## src/rtl/urb_pkg.sv

```systemverilog
package urb_pkg;

    localparam int unsigned REG_COUNT = 11;
    localparam int unsigned IX_W      = 4;

    localparam logic [IX_W-1:0] IX_CON   = 4'd1;
    localparam logic [IX_W-1:0] IX_MCON  = 4'd3;
    localparam logic [IX_W-1:0] IX_STAT  = 4'd4;
    localparam logic [IX_W-1:0] IX_MSTAT = 4'd7;
    localparam logic [IX_W-1:0] IX_TX    = 4'd8;
    localparam logic [IX_W-1:0] IX_RX    = 4'd9;

    localparam logic [31:0] STATUS_RESET = 32'h0000_0006;

    localparam int unsigned LOOPBACK_BIT = 5;
    localparam int unsigned RX_LEVEL_BIT = 8;
    localparam int unsigned TX_LEVEL_BIT = 9;

    typedef enum logic [1:0] {
        EV_NONE     = 2'd0,
        EV_DEASSERT = 2'd1,
        EV_PULSE    = 2'd2,
        EV_LEVEL    = 2'd3
    } int_ev_t;

    typedef enum logic {
        ACT_READ  = 1'b0,
        ACT_WRITE = 1'b1
    } action_t;

    typedef struct packed {
        logic        action;
        logic [13:0] reg_offset;
        logic [31:0] write_data;
    } req_item_t;

    typedef struct packed {
        logic [31:0] read_data;
        logic        bad_offset;
        logic [1:0]  tx_int_event;
        logic [1:0]  rx_int_event;
    } rsp_item_t;

    typedef enum logic {
        ST_EMPTY = 1'b0,
        ST_FULL  = 1'b1
    } ctl_state_t;

    typedef struct packed {
        logic exec;
        logic cfg_wr;
    } urb_cmd_t;

endpackage

```

## src/rtl/uart_register_block.sv

```systemverilog
// UART control/status register block.
// req channel: one bus access per request (action 0 read, 1 write),
// byte offset and write word. rsp channel: read data, bad offset flag
// and transmit/receive interrupt effects, one response per request.
// cfg channel: one bit, selects the third channel (no modem registers,
// transmit always loops back); always ready, write only while idle.
// The response is valid the cycle after the request is taken.
// Throughput: one request per cycle unless stalled; the whole access is
// one register bank read-modify-write feeding a single output register.
// When the receiver stalls, the output register holds its response and
// req_ready drops until it is taken; a request is taken in the same
// cycle that the pending response leaves.
// Reset: status register reads 6, all other registers and the channel
// select read 0, no response pending. Ready right after reset.
module uart_register_block
    import urb_pkg::*;
(
    input  logic      clk,
    input  logic      rst_n,
    input  logic      req_valid,
    output logic      req_ready,
    input  req_item_t req,
    output logic      rsp_valid,
    input  logic      rsp_ready,
    output rsp_item_t rsp,
    input  logic      cfg_valid,
    output logic      cfg_ready,
    input  logic      cfg_data
);

    urb_cmd_t cmd;

    urb_ctrl u_ctrl (
        .clk       (clk),
        .rst_n     (rst_n),
        .req_valid (req_valid),
        .req_ready (req_ready),
        .rsp_valid (rsp_valid),
        .rsp_ready (rsp_ready),
        .cfg_valid (cfg_valid),
        .cfg_ready (cfg_ready),
        .cmd       (cmd)
    );

    urb_datapath u_datapath (
        .clk      (clk),
        .rst_n    (rst_n),
        .cmd      (cmd),
        .req      (req),
        .cfg_data (cfg_data),
        .rsp      (rsp)
    );

endmodule

```

## src/rtl/urb_ctrl.sv

```systemverilog
module urb_ctrl
    import urb_pkg::*;
(
    input  logic     clk,
    input  logic     rst_n,
    input  logic     req_valid,
    output logic     req_ready,
    output logic     rsp_valid,
    input  logic     rsp_ready,
    input  logic     cfg_valid,
    output logic     cfg_ready,
    output urb_cmd_t cmd
);

    ctl_state_t state_reg;
    ctl_state_t state_next;

    always_ff @(posedge clk or negedge rst_n)
    begin
        if (!rst_n)
        begin
            state_reg <= ST_EMPTY;
        end
        else
        begin
            state_reg <= state_next;
        end
    end

    always_comb
    begin
        state_next = state_reg;
        case (state_reg)
            ST_EMPTY:
            begin
                if (req_valid)
                begin
                    state_next = ST_FULL;
                end
            end
            ST_FULL:
            begin
                // a response taken while a new request arrives keeps us full
                if (rsp_ready && !req_valid)
                begin
                    state_next = ST_EMPTY;
                end
            end
            default:
            begin
                state_next = ST_EMPTY;
            end
        endcase
    end

    always_comb
    begin
        req_ready  = 1'b0;
        rsp_valid  = 1'b0;
        case (state_reg)
            ST_EMPTY:
            begin
                req_ready = 1'b1;
            end
            ST_FULL:
            begin
                rsp_valid = 1'b1;
                req_ready = rsp_ready;
            end
            default:
            begin
                req_ready = 1'b0;
            end
        endcase
        cfg_ready  = 1'b1;
        cmd.exec   = req_valid && req_ready;
        cmd.cfg_wr = cfg_valid;
    end

endmodule

```

## src/rtl/urb_datapath.sv

```systemverilog
module urb_datapath
    import urb_pkg::*;
(
    input  logic      clk,
    input  logic      rst_n,
    input  urb_cmd_t  cmd,
    input  req_item_t req,
    input  logic      cfg_data,
    output rsp_item_t rsp
);

    logic [31:0] bank_reg  [REG_COUNT];
    logic [31:0] bank_next [REG_COUNT];
    logic        third_reg;
    rsp_item_t   rsp_reg;
    rsp_item_t   rsp_next;

    logic [IX_W-1:0] rix;
    logic            bad;
    logic            loop;
    logic [31:0]     con;

    assign rix  = req.reg_offset[IX_W+1:2];
    assign con  = bank_reg[IX_CON];
    assign loop = con[LOOPBACK_BIT] || third_reg;

    always_comb
    begin
        bad = 1'b0;
        if (req.reg_offset[1:0] != 2'b00 || req.reg_offset[13:2] >= 12'(REG_COUNT))
        begin
            bad = 1'b1;
        end
        else if (third_reg && (rix == IX_MCON || rix == IX_MSTAT))
        begin
            bad = 1'b1;
        end
    end

    always_comb
    begin
        for (int k = 0; k < REG_COUNT; k++)
        begin
            bank_next[k] = bank_reg[k];
        end
        rsp_next.read_data    = 32'hffff_ffff;
        rsp_next.bad_offset   = 1'b1;
        rsp_next.tx_int_event = EV_NONE;
        rsp_next.rx_int_event = EV_NONE;
        if (!bad)
        begin
            rsp_next.bad_offset = 1'b0;
            if (req.action == ACT_READ)
            begin
                rsp_next.read_data = bank_reg[rix];
                if (rix == IX_RX)
                begin
                    bank_next[IX_STAT][0] = 1'b0;
                    if (con[RX_LEVEL_BIT])
                    begin
                        rsp_next.rx_int_event = EV_DEASSERT;
                    end
                end
            end
            else
            begin
                rsp_next.read_data = 32'h0;
                bank_next[rix]     = req.write_data;
                if (rix == IX_CON)
                begin
                    if (req.write_data[TX_LEVEL_BIT])
                    begin
                        rsp_next.tx_int_event = EV_LEVEL;
                    end
                    if (req.write_data[RX_LEVEL_BIT])
                    begin
                        rsp_next.rx_int_event = EV_DEASSERT;
                    end
                end
                else if (rix == IX_TX)
                begin
                    bank_next[IX_STAT][2:1] = 2'b11;
                    rsp_next.tx_int_event   = con[TX_LEVEL_BIT] ? EV_LEVEL : EV_PULSE;
                    if (loop)
                    begin
                        bank_next[IX_RX]      = req.write_data;
                        bank_next[IX_STAT][0] = 1'b1;
                        rsp_next.rx_int_event = con[RX_LEVEL_BIT] ? EV_LEVEL : EV_PULSE;
                    end
                end
            end
        end
    end

    always_ff @(posedge clk or negedge rst_n)
    begin
        if (!rst_n)
        begin
            for (int k = 0; k < REG_COUNT; k++)
            begin
                bank_reg[k] <= (k == int'(IX_STAT)) ? STATUS_RESET : 32'h0;
            end
            third_reg <= 1'b0;
        end
        else
        begin
            if (cmd.exec)
            begin
                for (int k = 0; k < REG_COUNT; k++)
                begin
                    bank_reg[k] <= bank_next[k];
                end
            end
            if (cmd.cfg_wr)
            begin
                third_reg <= cfg_data;
            end
        end
    end

    always_ff @(posedge clk)
    begin
        if (cmd.exec)
        begin
            rsp_reg <= rsp_next;
        end
    end

    assign rsp = rsp_reg;

    a_rx_read_clears_ready: assert property (@(posedge clk) disable iff (!rst_n)
        cmd.exec && req.action == ACT_READ && !bad && rix == IX_RX
        |=> !bank_reg[IX_STAT][0])
        else $error("receive read left receive-ready set");

    a_bad_no_effect: assert property (@(posedge clk) disable iff (!rst_n)
        cmd.exec && bad
        |=> rsp_reg.read_data == 32'hffff_ffff && rsp_reg.rx_int_event == EV_NONE
            && $stable(bank_reg[IX_STAT]))
        else $error("bad offset request changed state or response");

    a_loopback_copy: assert property (@(posedge clk) disable iff (!rst_n)
        cmd.exec && req.action == ACT_WRITE && !bad && rix == IX_TX && loop
        |=> bank_reg[IX_STAT][2:0] == 3'b111 && bank_reg[IX_RX] == $past(req.write_data))
        else $error("loopback transmit write not copied to receive");

endmodule

```

## config.mk

```make
export PLATFORM = sky130hd
export DESIGN_NAME = uart_register_block
export DESIGN_NICKNAME = d
export VERILOG_FILES = /design/src/rtl/urb_pkg.sv /design/src/rtl/uart_register_block.sv /design/src/rtl/urb_ctrl.sv /design/src/rtl/urb_datapath.sv
export SDC_FILE = /design/constraint.sdc
export NUM_CORES = 1
export LEC_CHECK = 0
export ABC_AREA = 0
export BUFFER_PORTS_ARGS = -buffer_cell sky130_fd_sc_hd__buf_2
export CAP_MARGIN = 20
export CORE_ASPECT_RATIO = 1.75
export CORE_MARGIN = 2
export CORE_UTILIZATION = 45
export CTS_CLUSTER_SIZE = 10
export DETAILED_ROUTE_END_ITERATION = 7
export PLACE_DENSITY = 0.58
export SYNTH_ARGS = -nofsm -noshare
export SYNTH_HDL_FRONTEND = slang
export SYNTH_SLANG_ARGS = --single-unit
```

## constraint.sdc

```tcl
create_clock -name clk -period 4.3 [get_ports clk]
set_input_delay 0.215 -clock clk [delete_from_list [all_inputs] [get_ports clk]]
set_output_delay 0.215 -clock clk [all_outputs]
set_load 0.01 [all_outputs]
```

# After elaboration in Yosys (flattened, before gate mapping)
# Index checks and enable logic that the tools add are counted.
classes:
  order_cmp: 3
  n_eq_ne: 5
  mux: 34
  bitwise: 4
  n_reduce_logical: 13
ops:
  columns: ["cell", "n"]
  rows:
  - ["$bwmux 352", 1]
  - ["$mux 32", 7]
  - ["$bmux 32 s4", 1]
  - ["$demux 32 s4", 1]
  - ["$ge 12x4->1 const B", 1]
  - ["$mux 1", 12]
  - ["$mux 2", 5]
  - ["$eq 4x4->1 const B", 2]
  - ["$mux 4", 2]
  - ["$mux 3", 2]
  - ["$reduce_and 3->1", 2]
  - ["$ge 5x5->1 const B", 1]
  - ["$lt 5x1->1 const B", 1]
  - ["$mux 5", 1]
  - ["$not 4->5", 1]
  - ["$eq 4x1->1 const B", 1]
  - ["$eq 4x2->1 const B", 1]
  - ["$eq 4x3->1 const B", 1]
  - ["$logic_and 1x1->1", 4]
  - ["$pmux 1 s2", 2]
  - ["$reduce_bool 2->1", 2]
  - ["$logic_or 1x1->1", 3]
  - ["$not 1->1", 3]
  - ["$reduce_or 2->1", 1]
  - ["$logic_not 1->1", 1]
totals:
  regBits: 391
  in_bits: 53
  elab_cells: 77

# Logic depth before layout (Yosys ltp)
# Gate-level depths: netlist of the first run.
logic_depth:
  word_depth: 10
  depth_mapped: 7
  depth_no_buf: 5

# Cells and area by module
# A second synthesis of the first run with hierarchy kept.
unflattened:
  hier_cells: 1145
  area_unflattened_um2: 17775.8
modules_own_cells:
  columns: ["mod", "instances", "cells_each", "area_each_um2"]
  rows:
  - ["urb_datapath", 1, 1138, 17703.2]
  - ["urb_ctrl", 1, 7, 72.6]

# Worst setup path after synthesis of the first run
# OpenSTA, ideal clock, no wires.
synth_timing:
  path_kind: "in2reg"
  start: "input port req[33] (netlist name)"
  end: "register u_datapath.bank_reg, in the netlist u_datapath.con[9]"
  setup_time_ps: 125
  t_arrival_ps: 2063
  t_required_ps: 4175
  setup_slack_ps: 2112
  cell_stages: 5
  n_path_buf: 1
  cell_sequence: "or4_4 a211o_4 nor4_4 buf_6 mux2_2"
synth_between:
  elab_chain_cells: 5
synth_rtl:
  columns: ["element", "line_no", "source"]
  rows:
  - ["start: declaration", "uart_register_block.sv:22", "input req_item_t req,"]
  - ["$reduce_bool 2->1", "urb_datapath.sv:30", "if (req.reg_offset[1:0] != 2'b00 || req.reg_offset[13:2] >= 12'(REG_COUNT))"]
  - ["$logic_or 1x1->1", "urb_datapath.sv:30", null]
  - ["$mux 1", "urb_datapath.sv:30", null]
  - ["$not 1->1 (no source line)", null, null]
  - ["$reduce_and 3->1 (no source line)", null, null]
  - ["end signal: indexed assignment", "urb_datapath.sv:101", "bank_reg[k] <= (k == int'(IX_STAT)) ? STATUS_RESET : 32'h0;"]
  - ["end signal: indexed assignment", "urb_datapath.sv:111", "bank_reg[k] <= bank_next[k];"]
  - ["end: declaration", "urb_datapath.sv:12", "logic [31:0] bank_reg [REG_COUNT];"]
# Every way passes these cells.
# A chain may end at the register's enable or synchronous reset.

# Worst setup path in the final report of the first run
layout_timing:
  start: "input port req[37] (netlist name)"
  end: "register u_datapath.bank_reg[228] (netlist name)"
layout_between:
  elab_chain_cells: 7
  word_cells_on_any_way: 17
layout_rtl:
  columns: ["element"]
  rows:
  - ["branches (longest 7 deep; another with $ge 12x4->1)"]
# Several ways; the timed one is not identified.

==> results of run 1 <==
==> kinds of logic (layout without fill, tap and decap cells) <==
family,count (synthesis),in the layout
AND/OR/NAND/NOR,73,73
flip-flops,391,391
multiplexers,446,446
AO/OA/AOI/OAI,116,116
buffers and inverters,139,229
other,1,2
==> power by group through the flow <==
stage	Sequential, mW	Clock, mW	Combinational, mW
CTS	3.77	3.52	0.378
global placement	3.84	0	0.369
finish	3.77	3.44	0.371
floorplan	3.83	0	0.174
global route	3.77	3.67	0.408
detailed placement	3.84	0	0.373
==> cell type report <==
type / instances / area (sq um) / share of cell area, %
inverter: 27 / 101 / 0.509
timing repair buffer: 131 / 855 / 4.29
clock buffer: 69 / 1260 / 6.32
sequential: 391 / 9970 / 50.1
multi-input combinational: 636 / 7100 / 35.6
tap: 490 / 613 / 3.08
clock inverter: 2 / 17.5 / 0.0879
antenna: 1 / 2.50 / 0.0126
==> worst paths after layout <==
check / start / end / slack [ps] / depth (start not counted)
max: req[37] / u_datapath.bank_reg[228] / 1910 / 6
min: req[21] / u_datapath.bank_reg[53] / 40 / 2
max reg2reg: u_ctrl.state_reg / u_datapath.bank_reg[320] / 1950 / 5
min reg2reg: u_datapath.bank_reg[16] / u_datapath.bank_reg[16] / 490 / 1
max in group asynchronous: rst_n / u_datapath.bank_reg[187] / 2950 / 3
min in group asynchronous: rst_n / u_datapath.bank_reg[222] / 210 / 2
==> worst register-to-register path, stage by stage, from the launching register on <==
cell and delay (ps):
dfrtp_1 330, nor2b_1 350, nor3_1 130, nand4_1 460, buf_4 560, mux2_2 400
==> metal layers <==
layer | wire length [microns] | share of wire, % | vias to the layer above | global-route usage [%]
li1 | - | - | 4485 | -
met1 | 18600 | 42 | 5684 | 28.9
met2 | 22800 | 51 | 245 | 38.5
met3 | 1620 | 3.6 | 88 | 2.81
met4 | 1350 | 3.0 | 2 | 8.11
met5 | 7 | 0.016 | - | 0
==> timing repair <==
| action | CTS | global route |
|---|---|---|
| hold buffers | 4 | 0 |
| buffers inserted | 0 | 0 |
| hold endpoints to repair | 69 | 0 |
==> cells in the final DEF (no fill, tap or decap), types with 6 or more instances in the layout <==
master	instances
mux2_2	352
a221oi_1	8
mux4_2	64
nor2_1	18
a22oi_1	20
clkbuf_1	22
o31a_1	8
buf_2	88
o2bb2ai_1	20
mux2_1	6
dfrtp_1	352
inv_1	24
o221ai_1	20
o21ai_0	12
nand2_1	13
edfxtp_1	37
mux2i_1	24
clkbuf_16	47
buf_4	31
nand3_1	8
a21oi_1	7
==> stage by stage <==
step | area (sq um) | total power, mW
after floorplan | 17600 | 4.01
after global placement | 18600 | 4.21
after detailed placement | 18600 | 4.21
after CTS | 19900 | 7.67
after global routing | 19900 | 7.85
final | 19900 | 7.58
==> impl_metrics.csv, run 1 <==
group,metric,value,unit
global_routing,grt_max_degree,107,
routing,dr.pass1.iters,5,
worst_setup_path,path_class,"in -> reg",
final_layout,largest_reg_flops,320,
cts,clkSlewWorstSetupHoldPaths,60,ps
cts,cts_root_buf,"clkbuf_16",
floorplan,start_util,45.3,%
cts,clock_path_buffers,3,
power,power.share.clock,45.4,%
floorplan,dieArea,0.0409,sq mm
cts,ctsResizeCount,0,
final_layout,area_growth_syn_to_layout,12.9,%
routing,wirelength,44.4,mm
floorplan,core,0.0389,sq mm
placement,gp_congestion,0.757,
final_layout,final_cells,1747,
worst_setup_path,cp.required,4720,ps
routing,vias,10504,
synth,yosys.area_share.simple,2.37,%
synth,yosys_register_bits,391,
routing,via_per_inst,6.01,
timing,slew_headroom,42.7,%
final_layout,layout-drive-gt1-share,48.8,%
synth,synth_top_family_by_area,"multiplexers",
timing,fin_ws,1910,ps
synth,yosys_warnings,0,
job,drv_cap,0,
worst_setup_path,crit_path_cell_trace,"buf_2 > clkinv_1 > a2111oi_0 > nand4_1 > buf_4 > mux2_2",
power,p_sw_share,22.8,%
cts,cts_made_buffers,45,
synth,synth-xor-area-share,0,%
timing,maxSlewViolCount,0,
worst_setup_path,cpLargestDelayFamily,"buffers and inverters",
power,internal_power,5.85,mW
synth,synth_commonest_cells,"352 x dfrtp_1, 352 x mux2_2, 71 x clkbuf_1",
placement,dp.cells,1670,
synth,synth_adder_area_share,0,%
power,p_switching,1.73,mW
synth,async_reset_ff_share,90.5,%
routing,post-route-drc-count,0,
synth,syn_area,0.0176,sq mm
timing,worst_pin_slew,857,ps
cts,cts.htree.levels,2,
synth,synth_cell_type_count,54,
worst_setup_path,cp_data_arrival_time,2800,ps
timing,finalCriticalPeriod,2390,ps
global_routing,antenna_found_initial,2,
routing,wire_per_inst,25.4,microns
power,combPwrFrac,4.9,%
worst_setup_path,crit_path_start_kind,"input pin",
power,seqPwrFrac,49.7,%
floorplan,ios,93,
final_layout,num-fill-cells,3354,
timing,hold_ws,43.0,ps
status,outcome,"completed",
synth,postSynthCellCount,1166,
timing,clock_skew,15.0,ps
floorplan,row_count,96,
placement,post-place-ws,1370,ps
floorplan,die_h,266,microns
worst_setup_path,slowest_delay,670,ps
synth,synth_area_leader_cell,"dfrtp_1",
synth,ys_seq_area_share,56.5,%
hold_path,hold_path.class,"in -> reg",
power,max-vdd-ir-drop,0.249,mV
synth,synth_nets,1219,
synth,ys_top_cells_by_area,"dfrtp_1 50%, mux2_2 22%, mux4_2 8.2%",
worst_setup_path,crit_path_end_kind,"flop",
cts,cts.sinks,391,
synth,synth_edf_count,37,
worst_setup_path,crit_slowest_cell,"a2111oi_0",
synth,synth.avg_cell_area,15.1,sq um
global_routing,grt_pass1_vias,11491,
worst_setup_path,crit_fanout,32,
timing,period_share,55.5,%
final_layout,utilization,51.2,%
power,p_per_area,381,mW/mm^2
worst_setup_path,critPathBufInv,3,
synth,synth-compound-area-share,5.23,%
timing,final_hold_viol_count,0,
global_routing,grt_pass1_wl,69.7,mm
routing,drtIter0Drc,556,
power,power_leakage,9.31,nW
floorplan,die_x,154,microns
final_layout,finalNetCount,1285,
synth,synth.top_cell.area_share,49.9,%
cts,cts_tree,"yes",
placement,post-dp-hpwl,25.7,mm
synth,muxShareOfSynthArea,32.4,%
timing,finalSetupViolCount,0,
timing,rsz0062_at_grt,"false",
cts,clock_latency,550,ps
routing,ant_nets,0,
timing,fmax,419,MHz
placement,port_buffers,91,
global_routing,gr-total-overflow,0,
timing,setup_tns,0,ps
global_routing,grt_usage,22.3,%
synth,synth_ff_type,"dfrtp_1",
No activity file was read; power rests on OpenSTA's default activity.
==> run 2, diff against run 1 <==
Clock period 4.3 ns to 2.43 ns, I/O delays scaled along.
==> impl_metrics.csv, run 2 (same netlist as run 1, synthesis figures left out) <==
group,metric,value,unit
cts,cts.sinks,391,
worst_setup_path,slowest_delay,520,ps
placement,post-place-ws,99.7,ps
power,internal_power,10.4,mW
routing,dr.pass1.iters,5,
timing,fmax,485,MHz
global_routing,grt_pass1_vias,11336,
timing,hold_ws,41.7,ps
worst_setup_path,rr_worst_depth,5,
worst_setup_path,crit_slowest_cell,"a2111oi_0",
timing,slew_headroom,59.4,%
timing,setup_tns,0,ps
timing,final_hold_viol_count,0,
cts,clock_latency,550,ps
power,max-vdd-ir-drop,0.417,mV
final_layout,diodes,0,
placement,port_buffers,91,
routing,ant_nets,0,
worst_setup_path,path_class,"reg -> reg",
hold_path,hold_depth,2,
routing,wire_per_inst,24.5,microns
final_layout,num-fill-cells,3357,
cts,clkSlewWorstSetupHoldPaths,60,ps
floorplan,die_h,266,microns
placement,post-dp-hpwl,26.0,mm
routing,vias,10520,
routing,drtIter0Drc,607,
global_routing,grt_max_degree,82,
final_layout,finalInstanceArea,0.0205,sq mm
power,power_leakage,9.59,nW
final_layout,area_growth_syn_to_layout,16.3,%
timing,worst_pin_slew,609,ps
floorplan,ios,93,
hold_path,hold_path.class,"in -> reg",
final_layout,largest_reg_flops,320,
timing,finalCriticalPeriod,2060,ps
routing,wirelength,44.0,mm
power,p_per_area,654,mW/mm^2
worst_setup_path,crit_path_end_kind,"flop",
worst_setup_path,critPathBufInv,1,
cts,cts_tree,"yes",
timing,period_share,84.8,%
timing,finalSetupViolCount,0,
floorplan,start_util,45.3,%
placement,placed_area,0.0189,sq mm
timing,rsz0062_at_grt,"false",
cts,ctsResizeCount,0,
timing,fin_ws,370,ps
global_routing,grt_pass1_wl,68.5,mm
floorplan,row_count,96,
global_routing,grt_usage,21.9,%
timing,maxSlewViolCount,0,
power,p_sw_share,22.6,%
final_layout,most-common-layout-cells,"352 x mux2_2, 352 x dfrtp_1, 88 x buf_2, 64 x mux4_2, 47 x clkbuf_16",
cts,cts.htree.levels,2,
floorplan,dieArea,0.0409,sq mm
power,p_switching,3.03,mW
placement,gp_congestion,0.783,
routing,post-route-drc-count,0,
power,power.share.clock,44.9,%
power,combPwrFrac,5.5,%
cts,cts_root_buf,"clkbuf_16",
cts,clock_path_buffers,3,
routing,via_per_inst,5.86,
final_layout,layout-drive-gt1-share,48.5,%
timing,clock_skew,11.2,ps
job,drv_cap,0,
cts,cts_made_buffers,45,
worst_setup_path,crit_path_cell_trace,"nor2b_1 > a2111oi_0 > nand4_1 > buf_4 > mux2_2",
worst_setup_path,cp.required,2850,ps
power,seqPwrFrac,49.7,%
status,outcome,"completed",
worst_setup_path,cp_data_arrival_time,2480,ps
floorplan,core,0.0389,sq mm
worst_setup_path,cp.depth,5,
final_layout,finalNetCount,1338,
worst_setup_path,cpLargestDelayFamily,"compound AO/OA/AOI/OAI gates",
worst_setup_path,crit_path_start_kind,"flop",
floorplan,die_x,154,microns
worst_setup_path,crit_fanout,18,
global_routing,gr-total-overflow,0,
global_routing,antenna_found_initial,0,
[run 2: cell type report]
cell class / count / area [sq um] / share of cell area, %
flip-flops and latches: 391 / 9970 / 48.6
multi-input cells: 636 / 7100 / 34.6
repair buffers: 184 / 1460 / 7.13
clock buffers: 66 / 1250 / 6.08
well taps: 490 / 613 / 2.99
inverters: 27 / 101 / 0.494
clock inverters: 2 / 17.5 / 0.0854
[run 2: path summary, 6_finish.rpt]
kind	from	to	slack (ps)
worst min register to register	u_datapath.bank_reg[12]	u_datapath.bank_reg[12]	480
worst min-delay path	req[9]	u_datapath.bank_reg[105]	40
worst max register to register	u_ctrl.state_reg	u_datapath.bank_reg[113]	370
min in group asynchronous	rst_n	u_datapath.bank_reg[158]	110
max in group asynchronous	rst_n	u_datapath.bank_reg[108]	1400
worst max-delay path	u_ctrl.state_reg	u_datapath.bank_reg[113]	370
[run 2: timing repair]
item | in CTS | in global routing
hold buffers | 36 | 0
hold endpoints to repair | 386 | 0
buffers inserted | 0 | 0
[run 2: per-stage QoR]
step	power, mW	utilization (%)	std cells
after floorplan	7.09	-	1166
after global placement	7.48	48.5	1692
after detailed placement	7.48	48.5	1692
after CTS	13.6	52.7	1796
after global routing	13.9	52.7	1796
final	13.4	52.7	1796
[run 2: layer usage]
metal / track usage, % / wire (microns)
met1: 28.6 / 18500
met2: 37.8 / 22400
met3: 2.81 / 1720
met4: 7.31 / 1360
met5: 0 / 0
[run 2: power groups by stage]
stage	Combinational, mW	Clock (mW)	Sequential (mW)
floorplan	0.308	0	6.78
global placement	0.698	0	6.78
detailed placement	0.700	0	6.78
CTS	0.749	6.19	6.67
global route	0.803	6.47	6.66
finish	0.732	6.02	6.67
